**src/sv/dcfp_pkg.sv**
```systemverilog
`timescale 1ns / 1ps
// Shared constants and a helper function for the delimited command frame parser.
package dcfp_pkg;

  localparam int unsigned BufferDepth = 32;

  localparam logic [7:0] StartMarkerRst = 8'h23;
  localparam logic [7:0] EndMarkerRst   = 8'h2A;

  localparam logic [7:0]  HeldModeRst  = 8'h00;
  localparam logic [15:0] HeldKeyRst   = 16'hFFFF;
  localparam logic [15:0] HeldLeftRst  = 16'h7B84;
  localparam logic [15:0] HeldRightRst = 16'h847B;

  localparam logic [7:0] TagMode  = 8'h4D;  // 'M'
  localparam logic [7:0] TagKey   = 8'h48;  // 'H'
  localparam logic [7:0] TagLeft  = 8'h4C;  // 'L'
  localparam logic [7:0] TagRight = 8'h52;  // 'R'

  // Fixed tag positions in the frame buffer
  localparam int unsigned PosMode  = 0;
  localparam int unsigned PosKey   = 2;
  localparam int unsigned PosLeft  = 7;
  localparam int unsigned PosRight = 12;

  // Configuration register indexes
  localparam logic CfgStartMarker = 1'b0;
  localparam logic CfgEndMarker   = 1'b1;

  // Overlap four bytes at nibble steps, keep the low 16 bits
  function automatic logic [15:0] build_word(input logic [7:0] b0, input logic [7:0] b1,
                                             input logic [7:0] b2, input logic [7:0] b3);
    logic [15:0] w;
    w = {8'h00, b0} | {4'h0, b1, 4'h0} | {b2, 8'h00} | {b3[3:0], 12'h000};
    return w;
  endfunction

endpackage

```
**src/sv/delimited_command_frame_parser.sv**
```systemverilog
`timescale 1ns / 1ps
// Delimited command frame parser: marker detection, byte buffer and field decode.
// The result for a closing word is registered and valid in the cycle after the word is accepted.
// Throughput: one word per cycle; input stalls only while a result waits and out_stall_i is high.
// Decode reads the buffer registers directly at fixed positions, so no extra pass is needed.
// Reset (async, active low) clears frame state and buffer, restores markers and held values.
module delimited_command_frame_parser #(
  parameter int unsigned BUFFER_DEPTH = dcfp_pkg::BufferDepth
) (
  input  logic        clk_i,
  input  logic        rst_ni,
  // input channel
  input  logic        in_valid_i,
  output logic        in_stall_o,
  input  logic [7:0]  rx_byte_i,
  // output channel
  output logic        out_valid_o,
  input  logic        out_stall_i,
  output logic [7:0]  mode_value_o,
  output logic [15:0] key_value_o,
  output logic [15:0] left_stick_o,
  output logic [15:0] right_stick_o,
  output logic        mode_updated_o,
  output logic        key_updated_o,
  output logic        left_updated_o,
  output logic        right_updated_o,
  // configuration write channel
  input  logic        cfg_valid_i,
  output logic        cfg_ready_o,
  input  logic        cfg_index_i,
  input  logic [7:0]  cfg_data_i
);

  localparam int unsigned IdxW = $clog2(BUFFER_DEPTH);
  localparam int unsigned CntW = $clog2(BUFFER_DEPTH + 1);
  localparam logic [CntW-1:0] DepthCnt = CntW'(BUFFER_DEPTH);

  logic [7:0]      start_marker_q, end_marker_q;
  logic            frame_started_q;
  logic [CntW-1:0] byte_count_q;
  logic [CntW-1:0] count_inc;
  logic [7:0]      buf_q [BUFFER_DEPTH];
  logic [7:0]      held_mode_q;
  logic [15:0]     held_key_q, held_left_q, held_right_q;
  logic            out_valid_q;
  logic            fm_q, fk_q, fl_q, fr_q;

  logic in_accept;
  logic is_end, store_byte, close_frame;
  logic fm, fk, fl, fr;

  assign cfg_ready_o = 1'b1;
  assign in_stall_o  = out_valid_q & out_stall_i;
  assign in_accept   = in_valid_i & ~in_stall_o;

  assign is_end      = rx_byte_i == end_marker_q;
  assign store_byte  = in_accept & frame_started_q & ~is_end;
  assign close_frame = in_accept & frame_started_q & is_end;
  assign count_inc   = byte_count_q + CntW'(1);

  assign fm = buf_q[dcfp_pkg::PosMode]  == dcfp_pkg::TagMode;
  assign fk = buf_q[dcfp_pkg::PosKey]   == dcfp_pkg::TagKey;
  assign fl = buf_q[dcfp_pkg::PosLeft]  == dcfp_pkg::TagLeft;
  assign fr = buf_q[dcfp_pkg::PosRight] == dcfp_pkg::TagRight;

  always_ff @(posedge clk_i or negedge rst_ni) begin
    if (!rst_ni) begin
      start_marker_q <= dcfp_pkg::StartMarkerRst;
      end_marker_q   <= dcfp_pkg::EndMarkerRst;
    end else if (cfg_valid_i) begin
      case (cfg_index_i)
        dcfp_pkg::CfgStartMarker: start_marker_q <= cfg_data_i;
        dcfp_pkg::CfgEndMarker:   end_marker_q   <= cfg_data_i;
        default: ;
      endcase
    end
  end

  always_ff @(posedge clk_i or negedge rst_ni) begin
    if (!rst_ni) begin
      frame_started_q <= 1'b0;
      byte_count_q    <= '0;
    end else if (in_accept) begin
      if (!frame_started_q) begin
        frame_started_q <= rx_byte_i == start_marker_q;
      end else if (is_end) begin
        frame_started_q <= 1'b0;
        byte_count_q    <= '0;
      end else if (count_inc >= DepthCnt) begin
        // buffer full: drop the frame
        frame_started_q <= 1'b0;
        byte_count_q    <= '0;
      end else begin
        byte_count_q <= count_inc;
      end
    end
  end

  always_ff @(posedge clk_i or negedge rst_ni) begin
    if (!rst_ni) begin
      for (int i = 0; i < BUFFER_DEPTH; i++) begin
        buf_q[i] <= '0;
      end
    end else if (store_byte) begin
      buf_q[byte_count_q[IdxW-1:0]] <= rx_byte_i;
    end
  end

  always_ff @(posedge clk_i or negedge rst_ni) begin
    if (!rst_ni) begin
      held_mode_q  <= dcfp_pkg::HeldModeRst;
      held_key_q   <= dcfp_pkg::HeldKeyRst;
      held_left_q  <= dcfp_pkg::HeldLeftRst;
      held_right_q <= dcfp_pkg::HeldRightRst;
      out_valid_q  <= 1'b0;
      fm_q         <= 1'b0;
      fk_q         <= 1'b0;
      fl_q         <= 1'b0;
      fr_q         <= 1'b0;
    end else begin
      if (close_frame) begin
        out_valid_q <= 1'b1;
        fm_q        <= fm;
        fk_q        <= fk;
        fl_q        <= fl;
        fr_q        <= fr;
        if (fm) begin
          held_mode_q <= buf_q[dcfp_pkg::PosMode + 1];
        end
        if (fk) begin
          held_key_q <= dcfp_pkg::build_word(buf_q[3], buf_q[4], buf_q[5], buf_q[6]);
        end
        if (fl) begin
          held_left_q <= dcfp_pkg::build_word(buf_q[8], buf_q[9], buf_q[10], buf_q[11]);
        end
        if (fr) begin
          held_right_q <= dcfp_pkg::build_word(buf_q[13], buf_q[14], buf_q[15], buf_q[16]);
        end
      end else if (!out_stall_i) begin
        // result taken, nothing new to show
        out_valid_q <= 1'b0;
      end
    end
  end

  // held values change only with a new result, so they drive the outputs directly
  assign out_valid_o     = out_valid_q;
  assign mode_value_o    = held_mode_q;
  assign key_value_o     = held_key_q;
  assign left_stick_o    = held_left_q;
  assign right_stick_o   = held_right_q;
  assign mode_updated_o  = fm_q;
  assign key_updated_o   = fk_q;
  assign left_updated_o  = fl_q;
  assign right_updated_o = fr_q;

endmodule
```
**config.mk**
```make
export PLATFORM = sky130hd
export DESIGN_NAME = delimited_command_frame_parser
export DESIGN_NICKNAME = d
export VERILOG_FILES = /design/src/sv/dcfp_pkg.sv /design/src/sv/delimited_command_frame_parser.sv
export SDC_FILE = /design/constraint.sdc
export NUM_CORES = 1
export LEC_CHECK = 0
export ABC_AREA = 0
export BUFFER_PORTS_ARGS = -buffer_cell sky130_fd_sc_hd__clkbuf_2
export CAP_MARGIN = 10
export CORE_MARGIN = 2
export CORE_UTILIZATION = 55
export DETAILED_ROUTE_END_ITERATION = 6
export PLACE_DENSITY = 0.78
export SYNTH_ARGS = -nofsm -noshare
export SYNTH_HDL_FRONTEND = slang
export SYNTH_SLANG_ARGS = --single-unit
```
**constraint.sdc**
```tcl
create_clock -name clk_i -period 2.9 [get_ports clk_i]
set_clock_uncertainty 0.1 [all_clocks]
set_input_delay 0.29 -clock clk_i [delete_from_list [all_inputs] [get_ports clk_i]]
set_output_delay 0.29 -clock clk_i [all_outputs]
set_load 0.02 [all_outputs]
```
==> qor.yml, run 1 <==
sta:
  period_needed_ns: 2.63
  tightest_slew_ns: 0.950
  setup_viol_count_final: 0
  slew_viol_final: 0
  fin_crit_sh_pct: 90.9
  fmaxAchievable_ghz: 0.380
  whs_ns: 0.0627
  finalHoldViolCount: 0
  relSlewSlack_pct: 36.5
  setup_tns_ns: 0
  rsz0062_at_grt: "false"
clocking:
  numCtsBuffers: 21
  htreeDepth: 1
  clockBufferDepth: 3
  ctsRootBufferMaster: "clkbuf_16"
  clock-sinks: 208
  cts_tree: "built"
  clk_pin_slew_ns: 0.06
  clk_latency_ns: 0.48
place:
  gp_congestion: 0.807
  dp_hpwl_mm: 11.4
  io_buffer_count: 83
power_and_ir_drop:
  comb_power_share_pct: 11.9
  p_clk_share_pct: 37.0
  seqPwrFrac_pct: 51.1
  netSwitchingFraction_pct: 24.4
  p_switching_mw: 1.64
  total_power_mw: 6.71
  p_per_area_nw_per_um2: 669
  leakagePower_nw: 5.07
  p_int_mw: 5.07
  worst_ir_drop_vdd_mv: 0.472
yosys:
  synth_area_leaders: "dfrtp_1 49%, mux2_2 21%, dfstp_2 12%"
  yosysTopAreaCell: "dfrtp_1"
  synth_cells: 619
  synth.distinct_cells: 43
  ys_ff_latch: 208
  avgSynthCellArea_um2: 13.9
  synth_nets: 645
  yosysSeqAreaShare_pct: 60.9
  synth_top_area_share_pct: 49.3
  yosys_warnings: 0
  synthesis.area_um2: 8630
setup_path:
  slowest_delay_ns: 0.53
  startpoint: "end_marker_q[3]$_DFFE_PN1P_"
  path_max_fanout: 14
  cp.arrival_ns: 2.89
  reg2reg_from: "end_marker_q[3]$_DFFE_PN1P_"
  cp.depth: 6
  crit_chain: "xor2_1, nor4_2, nand2_2, buf_4, nor3_4, mux2_2"
  path_buf_inv: 1
  rr_worst_depth: 6
  cp-endpoint: "mode_value_o[3]$_DFFE_PN0P_"
  critPathKind: "flip-flop to flip-flop"
  cpMaxStageDelayCell: "dfstp_2"
  start_kind: "flip-flop"
  reg2reg_slack_ns: 0.27
  cp.required_ns: 3.16
  crit_family: "simple AND/OR/NAND/NOR gates"
  r2r_end: "mode_value_o[3]$_DFFE_PN0P_"
  end_kind: "flip-flop"
layout:
  most-common-layout-cells: "170 x dfrtp_1, 160 x mux2_2, 82 x clkbuf_2, 40 x inv_1, 38 x dfstp_2"
  layout.cells.most_common: "dfrtp_1"
  antenna_cells: 0
  drive_above_1_share_pct: 46.3
  layout.nets: 740
  syn_to_final_growth_pct: 16.3
floorplanning:
  start_util_pct: 56.6
  fp.dieW_um: 129
  core.rowCount: 45
  coreArea_um2: 15300
  die_area_um2: 16700
  io_pins: 85
  die_h_um: 129
drt:
  dr.pass1.iters: 4
  routed_via_density: 5.35
  wl_met1_mm: 8.02
  wl_met2_mm: 8.60
  first_iter_violations: 281
  met3_wirelength_um: 770
  topRoutingLayerUsed: "met4"
  ant_nets: 0
  wl_mm: 17.6
  drc_errors: 0
  vias: 5020
  wl_per_cell_um: 18.8
global_routing:
  grt_overflow: 0
  grt_pass1_vias: 5480
  grt_pass1_wl_mm: 28.9
  grt_start_max_net_pins: 91
  antenna_found_initial: 0
  grt_use_total_pct: 22.1
flow_run:
  max_cap_violations: 0
worst_hold_path:
  hp-class: "input port to flip-flop"
run_status:
  outcome: "finished clean"
==> how the worst min path moves through the flow <==
stage,startpoint,end,cells past startpoint
3_5_place_dp,rst_ni,right_stick_o[11]$_DFFE_PN0P_,1
6_report,out_stall_i,out_valid_o$_DFFE_PN0P_,3
2_1_floorplan,rst_ni,buf_q[120]$_DFFE_PN0P_,0
4_1_cts,out_stall_i,out_valid_o$_DFFE_PN0P_,3
5_1_grt,out_stall_i,out_valid_o$_DFFE_PN0P_,3
3_3_place_gp,rst_ni,right_stick_o[11]$_DFFE_PN0P_,1
==> cell usage after synthesis <==
library cell    n
o21a_1          1
and2_1          1
conb_1          1
and3_1         14
xnor2_1         5
o22ai_1         1
nor2_2          2
dfstp_2        38
nor4_1          3
a21oi_1         3
a211o_1         1
nor2b_1         1
mux2_2        160
nand4_1         3
dfrtp_1       170
nor3_4          1
mux2i_1        36
nor4_4          1
o2bb2ai_1       1
ha_1            4
nor3_1          4
a21o_1          5
nor3b_2         1
buf_6           3
o21ai_0         2
nand2_1         8
xor2_1         12
or3_1           2
a41oi_1         1
nor4bb_1        2
buf_2           4
nor4b_2         2
nor4b_1         3
nor4_2          2
buf_4           4
nor3b_1         1
nand3_1         7
nand4b_1        1
clkbuf_1       29
nand2b_1        1
or4_1           1
inv_1          40
nor2_1         37
==> per-stage QoR <==
step                      utilization [%]  cells  setup slack (ns)  cell area [µm²]
after floorplan                         -    619             0.600             8630
after global placement               61.0    893             0.231             9310
after detailed placement             61.0    893             0.148             9310
after CTS                            65.7    939             0.129            10000
after global routing                 65.8    939            0.0776            10000
final                                65.8    939             0.265            10000
==> tightest hold or removal path: stages <==
cell	delay [ns]
clkbuf_2	0.07
nand2_1	0.14
nand2_1	0.10
==> area by class of cell <==
type / count / area (µm²)
Sequential cell: 208 / 5250
Clock buffer: 36 / 622
Clock inverter: 1 / 5.00
Inverter: 40 / 150
Tap cell: 211 / 264
Timing Repair Buffer: 112 / 702
Fill cell: 1124 / 5230
Multi-Input combinational cell: 331 / 3040
==> registers in the layout (all words and copies together) (netlist names) <==
| register | count |
|---|---|
| key_value_o | 16 |
| byte_count_q | 6 |
| right_stick_o | 16 |
| out_valid_o | 1 |
| right_updated_o | 1 |
| end_marker_q | 8 |
| left_updated_o | 1 |
| mode_updated_o | 1 |
| key_updated_o | 1 |
| frame_started_q | 1 |
| buf_q | 124 |
| left_stick_o | 16 |
| mode_value_o | 8 |
| start_marker_q | 8 |
==> logic make-up (layout without fill, tap and decap cells) <==
logic type      count (synthesis)  in the layout  synth area share (%)
compound gates                 15             15                  1.19
fa+ha+maj                       4              4                 0.580
buf+inv                        80            189                  3.97
other cells                     1              1                0.0434
mux                           196            196                  25.1
flops                         208            208                  60.9
simple gates                   98             98                  6.58
xor+xnor                       17             17                  1.73
==> what timing repair did <==
item                                   in CTS  in global routing
resized for setup                           0                  1
endpoints found under the hold margin     103                  0
buffers inserted                            0                  0
setup endpoints to repair                   0                  8
hold buffers                                9                  0
==> power groups by stage <==
stage	combinational, mW	sequential (mW)	clock (mW)
final	0.799	3.43	2.48
after global routing	0.886	3.47	2.65
after CTS	0.805	3.43	2.53
after detailed placement	0.784	3.48	0
after global placement	0.742	3.45	0
after floorplan	0.566	3.40	0
==> per-layer routing <==
| metal | GRT usage [%] | up-vias |
|---|---|---|
| li1 | - | 2293 |
| met1 | 31.1 | 2608 |
| met2 | 37.2 | 101 |
| met3 | 3.34 | 18 |
| met4 | 4.48 | 0 |
| met5 | 0 | - |
(Power assumes the default switching activity.)
==> inputs of run 2 (changes only) <==
Settings changed: BUFFER_PORTS_ARGS -buffer_cell sky130_fd_sc_hd__clkbuf_2 to default, DONT_BUFFER_PORTS from default to 1, PLACE_DENSITY 0.78 to 0.73.
==> run 2 against run 1 <==
- the run now ends with hold timing left
- final area decreased by 3.7%
- register-to-register slack improved by 0.06 ns
- die area unchanged
- core utilization decreased by 2.4 points
- clock-buffer cell count decreased by 3
- critical endpoint is now buf_q[246]$_DFFE_PN0P_
==> qor.yml, run 2 (synthesized netlist as in run 1, its figures left out) <==
layout:
  antenna_cells: 0
  layout.nets: 656
  syn_to_final_growth_pct: 12.0
  regMostFlops: "buf_q"
  most-common-layout-cells: "170 x dfrtp_1, 160 x mux2_2, 40 x inv_1, 38 x dfstp_2, 37 x nor2_1"
  layout.cells.most_common: "dfrtp_1"
  drive_above_1_share_pct: 38.6
  largest_register_ffs: 124
  fillers: 1138
floorplanning:
  die_h_um: 129
  core.rowCount: 45
  start_util_pct: 56.6
  coreArea_um2: 15300
  fp.dieW_um: 129
  io_pins: 85
  die_area_um2: 16700
drt:
  drc_errors: 0
  ant_nets: 0
  dr.pass1.iters: 4
  routed_via_density: 5.48
  wl_mm: 16.8
  wl_per_cell_um: 19.6
  first_iter_violations: 244
  vias: 4692
global_routing:
  grt_overflow: 0
  grt_pass1_wl_mm: 27.5
  grt_start_max_net_pins: 209
  grt_pass1_vias: 5175
  antenna_found_initial: 0
  grt_use_total_pct: 21.0
place:
  gp_congestion: 0.748
  dp_hpwl_mm: 10.1
  io_buffer_count: 0
sta:
  rsz0062_at_grt: "false"
  tightest_slew_ns: 0.960
  relSlewSlack_pct: 35.8
  setup_viol_count_final: 0
  slew_viol_final: 0
  fmaxAchievable_ghz: 0.388
  setup_tns_ns: 0
  finalHoldViolCount: 208
  fin_crit_sh_pct: 89.0
  period_needed_ns: 2.58
  whs_ns: -0.603
setup_path:
  cp.arrival_ns: 2.85
  path_max_fanout: 9
  critPathKind: "flip-flop to flip-flop"
  end_kind: "flip-flop"
  cp.required_ns: 3.17
  start_kind: "flip-flop"
run_status:
  violations: "hold timing"
  outcome: "finished, violations left"
clocking:
  ctsRootBufferMaster: "clkbuf_16"
  clock-sinks: 208
  htreeDepth: 1
  clockBufferDepth: 3
  cts.hold.buffers_added: 18
  cts_tree: "built"
  clk_latency_ns: 0.50
  clk_pin_slew_ns: 0.06
  numCtsBuffers: 22
flow_run:
  max_cap_violations: 0
power_and_ir_drop:
  leakagePower_nw: 4.74
  p_per_area_nw_per_um2: 710
  worst_ir_drop_vdd_mv: 0.502
  total_power_mw: 6.86
worst_hold_path:
  hp-class: "input port to asynchronous set/reset pin"
run 2: worst max-delay path, cell delays in order (launching register included):
cell     delay (ns)
dfrtp_1        0.46
nand2_1        0.21
nand3_1        0.34
nor4_1         0.47
and3_1         0.48
mux2_2         0.39
run 2: path summary, 6_finish.rpt:
path / from / end / slack, ns / cells after the start
setup / recovery: out_valid_o$_DFFE_PN0P_ / buf_q[246]$_DFFE_PN0P_ / 0.32 / 5
hold reg to reg: buf_q[250]$_DFFE_PN0P_ / buf_q[250]$_DFFE_PN0P_ / 0.40 / 1
min in group clk_i: rx_byte_i[0] / frame_started_q$_DFFE_PN0N_ / 0.05 / 3
max in group asynchronous: rst_ni / left_stick_o[2]$_DFFE_PN1P_ / 3.01 / 0
hold / removal: rst_ni / right_stick_o[7]$_DFFE_PN0P_ / -0.60 / 0
setup reg to reg: out_valid_o$_DFFE_PN0P_ / buf_q[246]$_DFFE_PN0P_ / 0.32 / 5
run 2: what timing repair did:
| item | CTS | global route |
|---|---|---|
| resized for setup | 0 | 0 |
| setup buffers | 0 | 0 |
| hold endpoints to repair | 350 | 208 |
run 2: per-layer routing:
metal | wire, µm | up-vias | GRT usage (%)
met3 | 804 | 26 | 4.25
li1 | - | 2139 | -
met2 | 8430 | 101 | 36.0
met5 | 0 | - | 0
met4 | 265 | 0 | 5.12
met1 | 7280 | 2426 | 27.8
run 2: report_power, final:
part | total, mW | switching (mW) | internal [mW]
logic | 0.706 | 0.327 | 0.379
registers | 3.43 | 0.193 | 3.23
clock network | 2.73 | 1.08 | 1.65
run 2: final cells by class:
cell class | instances | area [µm²] | area share [%]
Sequential cell | 208 | 5250 | 54.3
Multi-Input combinational cell | 331 | 3040 | 31.4
Clock buffer | 33 | 653 | 6.76
Tap cell | 211 | 264 | 2.73
Timing Repair Buffer | 27 | 248 | 2.56
Inverter | 40 | 150 | 1.55
Clock inverter | 6 | 63.8 | 0.660
run 2: metrics by stage:
step / hold WS [ns] / instance area [µm²] / cells / worst slack [ns] / util [%]
CTS: -0.614 / 9670 / 856 / 0.329 / 63.4
global route: -0.618 / 9670 / 856 / 0.0493 / 63.4
finish: -0.603 / 9670 / 856 / 0.320 / 63.4
floorplan: -0.106 / 8630 / 619 / 0.600 / -
detailed placement: -0.0959 / 8770 / 799 / 0.356 / 57.5
global placement: -0.0975 / 8770 / 799 / 0.461 / 57.5
